`src/rtl/core/spr_pkg.sv`:
```
// Shared types, register offsets and helpers for the serial port register FIFO block.
package spr_pkg;

  localparam int FIFO_DEPTH = 8;
  localparam int CNT_W      = $clog2(FIFO_DEPTH + 1);
  localparam int IDX_W      = (FIFO_DEPTH > 1) ? $clog2(FIFO_DEPTH) : 1;

  localparam logic [CNT_W-1:0] CAP_FULL = CNT_W'(FIFO_DEPTH);
  localparam logic [CNT_W-1:0] CAP_HALF = CNT_W'(FIFO_DEPTH / 2);

  localparam logic [5:0] LONG_WORD = 6'd16;

  localparam logic [6:0] OFS_TCR1 = 7'h00;
  localparam logic [6:0] OFS_TCR2 = 7'h04;
  localparam logic [6:0] OFS_TX   = 7'h10;
  localparam logic [6:0] OFS_RX   = 7'h18;
  localparam logic [6:0] OFS_RCR1 = 7'h20;
  localparam logic [6:0] OFS_RCR2 = 7'h24;
  localparam logic [6:0] OFS_STAT = 7'h30;

  typedef enum logic [1:0] {
    ACT_READ    = 2'd0,
    ACT_WRITE   = 2'd1,
    ACT_RX_WORD = 2'd2,
    ACT_TX_TAKE = 2'd3
  } action_e;

  typedef struct packed {
    logic       right_first;
    logic       secondary;
    logic       stereo;
    logic [4:0] len;
    logic       lsb_first;
    logic [1:0] fmt;
    logic       enable;
  } ctl_t;

  typedef struct packed {
    logic tovf;
    logic tuvf;
    logic rovf;
    logic ruvf;
  } flags_t;

  typedef struct packed {
    logic        push;
    logic        pop;
    logic        long_word;
    logic [31:0] wdata;
  } fifo_cmd_t;

  typedef struct packed {
    logic        empty;
    logic        full;
    logic [31:0] rdata;
  } fifo_sts_t;

  typedef struct packed {
    action_e     action;
    logic [6:0]  ofs;
    logic [31:0] data;
  } item_t;

  typedef struct packed {
    logic [31:0] read_data;
    logic [31:0] line_word;
    logic        line_word_valid;
  } result_t;

  function automatic logic is_long(logic [4:0] len);
    return ({1'b0, len} + 6'd1) > LONG_WORD;
  endfunction

  function automatic logic [31:0] rd_cr1(ctl_t c);
    return {27'd0, c.lsb_first, c.fmt, 1'b0, c.enable};
  endfunction

  function automatic logic [31:0] rd_cr2(ctl_t c);
    return {21'd0, c.right_first, c.secondary, c.stereo, 3'd0, c.len};
  endfunction

endpackage

```
`src/rtl/core/spr_fifo.sv`:
```
// Word FIFO in flip-flops with a capacity that halves for long words.
module spr_fifo (
  input  logic                clk_i,
  input  logic                rst_ni,
  input  spr_pkg::fifo_cmd_t  cmd_i,
  output spr_pkg::fifo_sts_t  sts_o
);

  logic [31:0]               mem_q [spr_pkg::FIFO_DEPTH];
  logic [spr_pkg::IDX_W-1:0] head_q, head_d;
  logic [spr_pkg::CNT_W-1:0] count_q, count_d;
  logic [spr_pkg::CNT_W-1:0] cap;
  logic [spr_pkg::IDX_W:0]   wsum;
  logic [spr_pkg::IDX_W-1:0] waddr;
  logic                      full, empty, do_push, do_pop;

  always_comb begin
    cap     = cmd_i.long_word ? spr_pkg::CAP_HALF : spr_pkg::CAP_FULL;
    full    = count_q >= cap;
    empty   = count_q == '0;
    do_push = cmd_i.push && !full;
    do_pop  = cmd_i.pop && !empty;
    wsum    = (spr_pkg::IDX_W+1)'(head_q) + (spr_pkg::IDX_W+1)'(count_q);
    if (wsum >= (spr_pkg::IDX_W+1)'(spr_pkg::FIFO_DEPTH)) begin
      wsum = wsum - (spr_pkg::IDX_W+1)'(spr_pkg::FIFO_DEPTH);
    end
    waddr   = wsum[spr_pkg::IDX_W-1:0];
    head_d  = head_q;
    count_d = count_q;
    if (do_push) begin
      count_d = count_q + 1'b1;
    end
    if (do_pop) begin
      count_d = count_q - 1'b1;
      if (head_q == spr_pkg::IDX_W'(spr_pkg::FIFO_DEPTH - 1)) begin
        head_d = '0;
      end else begin
        head_d = head_q + 1'b1;
      end
    end
  end

  always_ff @(posedge clk_i or negedge rst_ni) begin
    if (!rst_ni) begin
      head_q  <= '0;
      count_q <= '0;
    end else begin
      head_q  <= head_d;
      count_q <= count_d;
    end
  end

  always_ff @(posedge clk_i) begin
    if (do_push) begin
      mem_q[waddr] <= cmd_i.wdata;
    end
  end

  assign sts_o.empty = empty;
  assign sts_o.full  = full;
  assign sts_o.rdata = mem_q[head_q];

endmodule

```
`src/rtl/core/spr_core.sv`:
```
// Register decode, control registers, sticky flags and FIFO commands.
module spr_core (
  input  logic                clk_i,
  input  logic                rst_ni,
  input  logic                fire_i,
  input  spr_pkg::item_t      item_i,
  input  spr_pkg::fifo_sts_t  tx_sts_i,
  input  spr_pkg::fifo_sts_t  rx_sts_i,
  output spr_pkg::fifo_cmd_t  tx_cmd_o,
  output spr_pkg::fifo_cmd_t  rx_cmd_o,
  output spr_pkg::result_t    res_o
);

  spr_pkg::ctl_t   tx_ctl_q, tx_ctl_d;
  spr_pkg::ctl_t   rx_ctl_q, rx_ctl_d;
  spr_pkg::flags_t flags_q, flags_d;

  always_comb begin
    tx_ctl_d  = tx_ctl_q;
    rx_ctl_d  = rx_ctl_q;
    flags_d   = flags_q;
    res_o     = '0;
    tx_cmd_o  = '0;
    rx_cmd_o  = '0;
    tx_cmd_o.long_word = spr_pkg::is_long(tx_ctl_q.len);
    rx_cmd_o.long_word = spr_pkg::is_long(rx_ctl_q.len);
    tx_cmd_o.wdata     = item_i.data;
    rx_cmd_o.wdata     = item_i.data;
    if (fire_i) begin
      case (item_i.action)
        spr_pkg::ACT_READ: begin
          case (item_i.ofs)
            spr_pkg::OFS_TCR1: res_o.read_data = spr_pkg::rd_cr1(tx_ctl_q);
            spr_pkg::OFS_TCR2: res_o.read_data = spr_pkg::rd_cr2(tx_ctl_q);
            spr_pkg::OFS_RCR1: res_o.read_data = spr_pkg::rd_cr1(rx_ctl_q);
            spr_pkg::OFS_RCR2: res_o.read_data = spr_pkg::rd_cr2(rx_ctl_q);
            spr_pkg::OFS_RX: begin
              rx_cmd_o.pop = 1'b1;
              if (rx_sts_i.empty) begin
                flags_d.ruvf = 1'b1;
              end else begin
                res_o.read_data = rx_sts_i.rdata;
              end
            end
            spr_pkg::OFS_STAT: begin
              res_o.read_data = {25'd0, 1'b0, flags_q.tovf, flags_q.tuvf, tx_sts_i.full,
                                 flags_q.rovf, flags_q.ruvf, !rx_sts_i.empty};
            end
            default: res_o.read_data = '0;
          endcase
        end
        spr_pkg::ACT_WRITE: begin
          case (item_i.ofs)
            spr_pkg::OFS_TCR1: begin
              tx_ctl_d.enable    = item_i.data[0];
              tx_ctl_d.fmt       = item_i.data[3:2];
              tx_ctl_d.lsb_first = item_i.data[4];
              if (!item_i.data[0]) begin
                flags_d.tovf = 1'b0;
                flags_d.tuvf = 1'b0;
              end
            end
            spr_pkg::OFS_TCR2: begin
              tx_ctl_d.len         = item_i.data[4:0];
              tx_ctl_d.stereo      = item_i.data[8];
              tx_ctl_d.secondary   = item_i.data[9];
              tx_ctl_d.right_first = item_i.data[10];
            end
            spr_pkg::OFS_RCR1: begin
              rx_ctl_d.enable    = item_i.data[0];
              rx_ctl_d.fmt       = item_i.data[3:2];
              rx_ctl_d.lsb_first = item_i.data[4];
              if (!item_i.data[0]) begin
                flags_d.rovf = 1'b0;
                flags_d.ruvf = 1'b0;
              end
            end
            spr_pkg::OFS_RCR2: begin
              rx_ctl_d.len         = item_i.data[4:0];
              rx_ctl_d.stereo      = item_i.data[8];
              rx_ctl_d.secondary   = item_i.data[9];
              rx_ctl_d.right_first = item_i.data[10];
            end
            spr_pkg::OFS_TX: begin
              tx_cmd_o.push = 1'b1;
              if (tx_sts_i.full) begin
                flags_d.tovf = 1'b1;
              end
            end
            spr_pkg::OFS_STAT: begin
              flags_d.ruvf = flags_q.ruvf & ~item_i.data[1];
              flags_d.rovf = flags_q.rovf & ~item_i.data[2];
              flags_d.tuvf = flags_q.tuvf & ~item_i.data[4];
              flags_d.tovf = flags_q.tovf & ~item_i.data[5];
            end
            default: ;
          endcase
        end
        spr_pkg::ACT_RX_WORD: begin
          rx_cmd_o.push = 1'b1;
          if (rx_sts_i.full) begin
            flags_d.rovf = 1'b1;
          end
        end
        spr_pkg::ACT_TX_TAKE: begin
          tx_cmd_o.pop = 1'b1;
          if (tx_sts_i.empty) begin
            flags_d.tuvf = 1'b1;
          end else begin
            res_o.line_word       = tx_sts_i.rdata;
            res_o.line_word_valid = 1'b1;
          end
        end
        default: ;
      endcase
    end
  end

  always_ff @(posedge clk_i or negedge rst_ni) begin
    if (!rst_ni) begin
      tx_ctl_q <= '0;
      rx_ctl_q <= '0;
      flags_q  <= '0;
    end else begin
      tx_ctl_q <= tx_ctl_d;
      rx_ctl_q <= rx_ctl_d;
      flags_q  <= flags_d;
    end
  end

endmodule

```
`src/rtl/core/serial_port_register_fifo.sv`:
```
// Top level of the serial port register FIFO block: input and result registers.
// Each accepted word waits in the input register; once the result register is free, its result is registered there.
// Throughput: one word per cycle unless the result output stalls, with decode and FIFO update done as the word fires.
// Reset (async, active low) clears control registers, FIFO counts and sticky flags;
// FIFO storage is not cleared.
module serial_port_register_fifo (
  input  logic        clk_i,
  input  logic        rst_ni,
  input  logic        s_axis_tvalid_i,
  output logic        s_axis_tready_o,
  input  logic [39:0] s_axis_tdata_i,   // reg_offset[6:0], data_in[38:7], zero pad[39]
  input  logic [1:0]  s_axis_tuser_i,   // action[1:0]
  output logic        m_axis_tvalid_o,
  input  logic        m_axis_tready_i,
  output logic [63:0] m_axis_tdata_o,   // read_data[31:0], line_word[63:32]
  output logic [0:0]  m_axis_tuser_o    // line_word_valid[0]
);

  logic               in_valid_q, in_valid_d;
  spr_pkg::item_t     in_q;
  logic               out_valid_q, out_valid_d;
  spr_pkg::result_t   out_q;
  spr_pkg::result_t   res;
  spr_pkg::fifo_cmd_t tx_cmd, rx_cmd;
  spr_pkg::fifo_sts_t tx_sts, rx_sts;
  logic               fire, accept;

  assign fire            = in_valid_q && (!out_valid_q || m_axis_tready_i);
  assign s_axis_tready_o = !in_valid_q || fire;
  assign accept          = s_axis_tvalid_i && s_axis_tready_o;

  always_comb begin
    in_valid_d = in_valid_q;
    if (accept) begin
      in_valid_d = 1'b1;
    end else if (fire) begin
      in_valid_d = 1'b0;
    end
    out_valid_d = out_valid_q;
    if (fire) begin
      out_valid_d = 1'b1;
    end else if (m_axis_tready_i) begin
      out_valid_d = 1'b0;
    end
  end

  always_ff @(posedge clk_i or negedge rst_ni) begin
    if (!rst_ni) begin
      in_valid_q  <= 1'b0;
      out_valid_q <= 1'b0;
    end else begin
      in_valid_q  <= in_valid_d;
      out_valid_q <= out_valid_d;
    end
  end

  always_ff @(posedge clk_i) begin
    if (accept) begin
      in_q.action <= spr_pkg::action_e'(s_axis_tuser_i);
      in_q.ofs    <= s_axis_tdata_i[6:0];
      in_q.data   <= s_axis_tdata_i[38:7];
    end
    if (fire) begin
      out_q <= res;
    end
  end

  spr_core u_core (
    .clk_i    (clk_i),
    .rst_ni   (rst_ni),
    .fire_i   (fire),
    .item_i   (in_q),
    .tx_sts_i (tx_sts),
    .rx_sts_i (rx_sts),
    .tx_cmd_o (tx_cmd),
    .rx_cmd_o (rx_cmd),
    .res_o    (res)
  );

  spr_fifo u_tx_fifo (
    .clk_i  (clk_i),
    .rst_ni (rst_ni),
    .cmd_i  (tx_cmd),
    .sts_o  (tx_sts)
  );

  spr_fifo u_rx_fifo (
    .clk_i  (clk_i),
    .rst_ni (rst_ni),
    .cmd_i  (rx_cmd),
    .sts_o  (rx_sts)
  );

  assign m_axis_tvalid_o   = out_valid_q;
  assign m_axis_tdata_o    = {out_q.line_word, out_q.read_data};
  assign m_axis_tuser_o[0] = out_q.line_word_valid;

  a_no_fire_on_stall: assert property (@(posedge clk_i) disable iff (!rst_ni)
    out_valid_q && !m_axis_tready_i |-> !fire)
    else $error("word processed while result stalled");

  a_take_gives_word: assert property (@(posedge clk_i) disable iff (!rst_ni)
    tx_cmd.pop && !tx_sts.empty |=> out_q.line_word_valid && out_valid_q)
    else $error("transmit take from non-empty FIFO lost its word");

  a_no_stray_word: assert property (@(posedge clk_i) disable iff (!rst_ni)
    out_valid_q && !out_q.line_word_valid |-> out_q.line_word == '0)
    else $error("line word nonzero without valid flag");

endmodule
```
`config.mk`:
```
export PLATFORM = sky130hd
export DESIGN_NAME = serial_port_register_fifo
export DESIGN_NICKNAME = d
export VERILOG_FILES = /design/src/rtl/core/spr_pkg.sv /design/src/rtl/core/spr_fifo.sv /design/src/rtl/core/spr_core.sv /design/src/rtl/core/serial_port_register_fifo.sv
export SDC_FILE = /design/constraint.sdc
export NUM_CORES = 1
export LEC_CHECK = 0
export BUFFER_PORTS_ARGS = -buffer_cell sky130_fd_sc_hd__buf_4
export CORE_MARGIN = 4
export CORE_UTILIZATION = 45
export DETAILED_ROUTE_END_ITERATION = 10
export PLACE_DENSITY = 0.65
export SLEW_MARGIN = 20
export SYNTH_ARGS = -nofsm -noshare
export SYNTH_HDL_FRONTEND = slang
export SYNTH_HIERARCHICAL = 1
export SYNTH_SLANG_ARGS = --single-unit
```
`constraint.sdc`:
```
create_clock -name clk_i -period 14.6 [get_ports clk_i]
set_input_delay 1.46 -clock clk_i [delete_from_list [all_inputs] [get_ports clk_i]]
set_output_delay 1.46 -clock clk_i [all_outputs]
set_load 0.03 [all_outputs]
```
==> impl_metrics.env <==
export IMPL_synth_area_mux_share=0.1529
export IMPL_cts_setup_buffers=0
export IMPL_firstDrtPassIters=5
export IMPL_synth_yosys_seq_area_share=0.7449
export IMPL_crit_slowest_cell="sky130_fd_sc_hd__nor3_2"
export IMPL_ctsHoldBuffers=0
export IMPL_cap_violations=0
export IMPL_drtAntennaViolNets=0
export IMPL_groute_layer_met1_usage=0.2267
export IMPL_drt_drc_violations_left=0
export IMPL_run_status="finished clean"
export IMPL_cts_htree_levels=3
export IMPL_worstSetupStartpointType="input port"
export IMPL_detailedPlacementHpwl_um=28480
export IMPL_finalCriticalPeriod_ns=4.362
export IMPL_synth_ff_latch_count=662
export IMPL_drt_iter0_drc=910
export IMPL_largest_net_degree_at_the_start_of_global_routing=66
export IMPL_timing_max_transition_violations_final=0
export IMPL_floorplan_die_height_um=250.2
export IMPL_dieWidth_um=250.2
export IMPL_number_of_antenna_violations_at_the_first_check_in_global_routing=2
export IMPL_yosysTopAreaCellShare=0.7032
export IMPL_routed_wirelength_um=50660
export IMPL_fin_crit_sh=0.2987
export IMPL_synth_simple_gate_area_share=0.04253
export IMPL_first_global_vias=12750
export IMPL_ys_top_cells_by_count="sky130_fd_sc_hd__edfxtp_1 (618), sky130_fd_sc_hd__mux4_2 (129), sky130_fd_sc_hd__mux2_2 (95), sky130_fd_sc_hd__buf_4 (68), sky130_fd_sc_hd__and2_1 (59)"
export IMPL_report_final_hold_viol_count=0
export IMPL_synth_area_leader_cell="sky130_fd_sc_hd__edfxtp_1"
export IMPL_vdd_ir_drop_worst_uv=89.32
export IMPL_avg_inst_size_synth_um2=20.63
export IMPL_post_synth_fa_ha_maj_area_fraction=0.01157
export IMPL_first_pass_grt_wire_length_um=78060
export IMPL_vias_per_cell=5.505
export IMPL_slack_of_the_worst_reg_to_reg_path_ns=10.78
export IMPL_post_cts_resized=0
export IMPL_critical_path_cell_sequence="buf_4 -> nand2b_1 -> and2_4 -> and2_1 -> nand3_1 -> nor2_1 -> nor4b_2 -> nand2b_1 -> nor3_2 -> buf_4"
export IMPL_number_of_placement_rows=88
export IMPL_setup_violations=0
export IMPL_detail_route_wl_per_cell_um=23.21
export IMPL_worst_slew_pin_transition_ns=1.117
export IMPL_hold_depth=1
export IMPL_design_die_area_um2=62590
export IMPL_yosys_warnings=6
export IMPL_critPathRequiredTime_ns=14.82
export IMPL_final_area_um2=29750
export IMPL_pwr_cell_area_nw_per_um2=150.9
export IMPL_cts_root_buf="sky130_fd_sc_hd__clkbuf_16"
export IMPL_cts_reportedPaths_clkPinSlew_ns=0.06
export IMPL_critical_path_max_fanout=27
export IMPL_cp_endpoint_kind="flop"
export IMPL_clkSinkCount=662
export IMPL_tritoncts="built"
export IMPL_drive_above_1_share=0.3496
export IMPL_crit_arrival_ns=4.58
export IMPL_skew_ns=0.01841
export IMPL_final_setup_tns_ns=0
export IMPL_synth_net_count=1347
export IMPL_yosysMostFrequentCell="sky130_fd_sc_hd__edfxtp_1"
export IMPL_dominantRegCellSynth="sky130_fd_sc_hd__edfxtp_1"
export IMPL_largest_family_of_logic_cells_by_synthesized_area="multiplexers"
export IMPL_critical_path_class="input port to flop"
export IMPL_synth_top_cells_by_area="sky130_fd_sc_hd__edfxtp_1 (70%), sky130_fd_sc_hd__mux4_2 (11%), sky130_fd_sc_hd__dfrtp_1 (4.2%)"
export IMPL_flow_area_growth_from_synthesis_pct=12.73
export IMPL_clock_latency_ns=0.59
export IMPL_clockBufferDepth=3
export IMPL_postSynthCellCount=1279
export IMPL_io_buffers=111
export IMPL_layout_core_utilization=0.5137
export IMPL_leakage_uw=0.009892
export IMPL_yosys_area_share_xor_xnor=0.004314
export IMPL_min_delay_path_class="flop to flop"
export IMPL_dpl_cell_area_um2=27700
export IMPL_place_gp_congestion=0.8084
export IMPL_compound_gate_portion_of_the_synthesized_area=0.01157
export IMPL_synth_cell_area_um2=26390
export IMPL_postSynth_asyncResetShare=0.06647
export IMPL_relSlewSlack=0.2552
export IMPL_global_route_usage_met2=0.2674
export IMPL_grtUsageTotal=0.1632
export IMPL_synth_edff_count=618
export IMPL_initial_utilization=0.4557
export IMPL_nets=1432
export IMPL_tritoncts_num_buffers=66
export IMPL_crit_path_max_incr_delay_ns=0.51
export IMPL_vias=12020
export IMPL_grt_busiest_layer="met2"
export IMPL_timing_reg2reg_worst_path_depth=9
export IMPL_rsz0062_at_grt="false"
export IMPL_top_level_ports=113
export IMPL_ys_types=62
export IMPL_core_area_um2=57920
export IMPL_overflow=0
export IMPL_grt_util_met3=0.02762
export IMPL_maxClockFrequency_mhz=229.3
critical path: cells and delay by family:
kind / cells / cell delay (ns)
buffers and inverters: 2 / 0.59
AND/OR/NAND/NOR: 8 / 2.49
final timing paths:
| path | from | end |
|---|---|---|
| worst max-delay path | m_axis_tready_i | u_tx_fifo/mem_q[2][18] |
| worst min-delay path | u_core/flags_q[2] | u_core/flags_q[2] |
| worst max register to register | m_axis_tvalid_o | u_tx_fifo/mem_q[2][18] |
| worst min register to register | u_core/flags_q[2] | u_core/flags_q[2] |
| max in group asynchronous | rst_ni | u_rx_fifo/head_q[0] |
| min in group asynchronous | rst_ni | u_core/rx_ctl_q[3] |
per-stage QoR:
stage / worst slack [ns] / std cells / power (uW) / hold slack, ns
5_1_grt: 9.977 / 2181 / 4686 / 0.5030
3_5_place_dp: 9.673 / 2061 / 2956 / 0.4660
2_1_floorplan: 7.441 / 1279 / 2776 / 0.4498
6_report: 10.24 / 2183 / 4491 / 0.4808
4_1_cts: 10.26 / 2181 / 4554 / 0.4836
3_3_place_gp: 9.742 / 2061 / 2942 / 0.4637
cell usage in the layout (no fill, tap or decap), types with 12 or more instances in the layout:
cell type / netlist / routed
sky130_fd_sc_hd__clkbuf_16: 0 / 70
sky130_fd_sc_hd__and2_1: 59 / 58
sky130_fd_sc_hd__clkinv_1: 0 / 17
sky130_fd_sc_hd__ha_1: 18 / 18
sky130_fd_sc_hd__mux4_2: 129 / 129
sky130_fd_sc_hd__clkinv_2: 0 / 14
sky130_fd_sc_hd__clkbuf_1: 25 / 12
sky130_fd_sc_hd__nand2_1: 19 / 19
sky130_fd_sc_hd__dfrtp_1: 44 / 39
sky130_fd_sc_hd__inv_1: 13 / 13
sky130_fd_sc_hd__a21oi_1: 12 / 12
sky130_fd_sc_hd__mux2_2: 95 / 95
sky130_fd_sc_hd__buf_4: 68 / 135
sky130_fd_sc_hd__edfxtp_1: 618 / 618
where the power goes:
| group | switching (uW) | total (uW) | internal (uW) | leakage [uW] |
|---|---|---|---|---|
| Combinational | 335 | 664 | 329 | 0.00268 |
| Clock | 688 | 1590 | 898 | 0.00101 |
| Sequential | 90.2 | 2240 | 2150 | 0.00621 |
flip-flops by register name (all words and copies together) (netlist names), 3 cells and up:
register           cells
u_core/tx_ctl_q       12
u_tx_fifo/mem_q      256
u_core/rx_ctl_q       12
u_tx_fifo/head_q       3
u_rx_fifo/count_q      4
in_q                  41
u_rx_fifo/mem_q      256
u_rx_fifo/head_q       3
m_axis_tdata_o        64
u_core/flags_q         4
u_tx_fifo/count_q      4
per-layer routing:
metal	routed length, um	vias up
li1	-	5243
met1	22270	6431
met2	24970	274
met3	2265	70
met4	1152	0
met5	0	-
kinds of logic after synthesis:
group / count (synthesis)
AO/OA/AOI/OAI: 46
XOR/XNOR: 13
adder cells (fa/ha/maj): 22
buffers and inverters: 133
flip-flops: 662
multiplexers: 230
AND/OR/NAND/NOR: 173
cell type report:
class	instances	area (um^2)
Antenna cell	2	5.005
Clock buffer	82	1797
Clock inverter	38	237.7
Fill cell	4561	28160
Inverter	15	61.31
Multi-Input combinational cell	484	6010
Sequential cell	662	19670
Tap cell	765	957.2
Timing Repair Buffer	135	1013
Note: power is estimated with default switching activity, not from simulation.
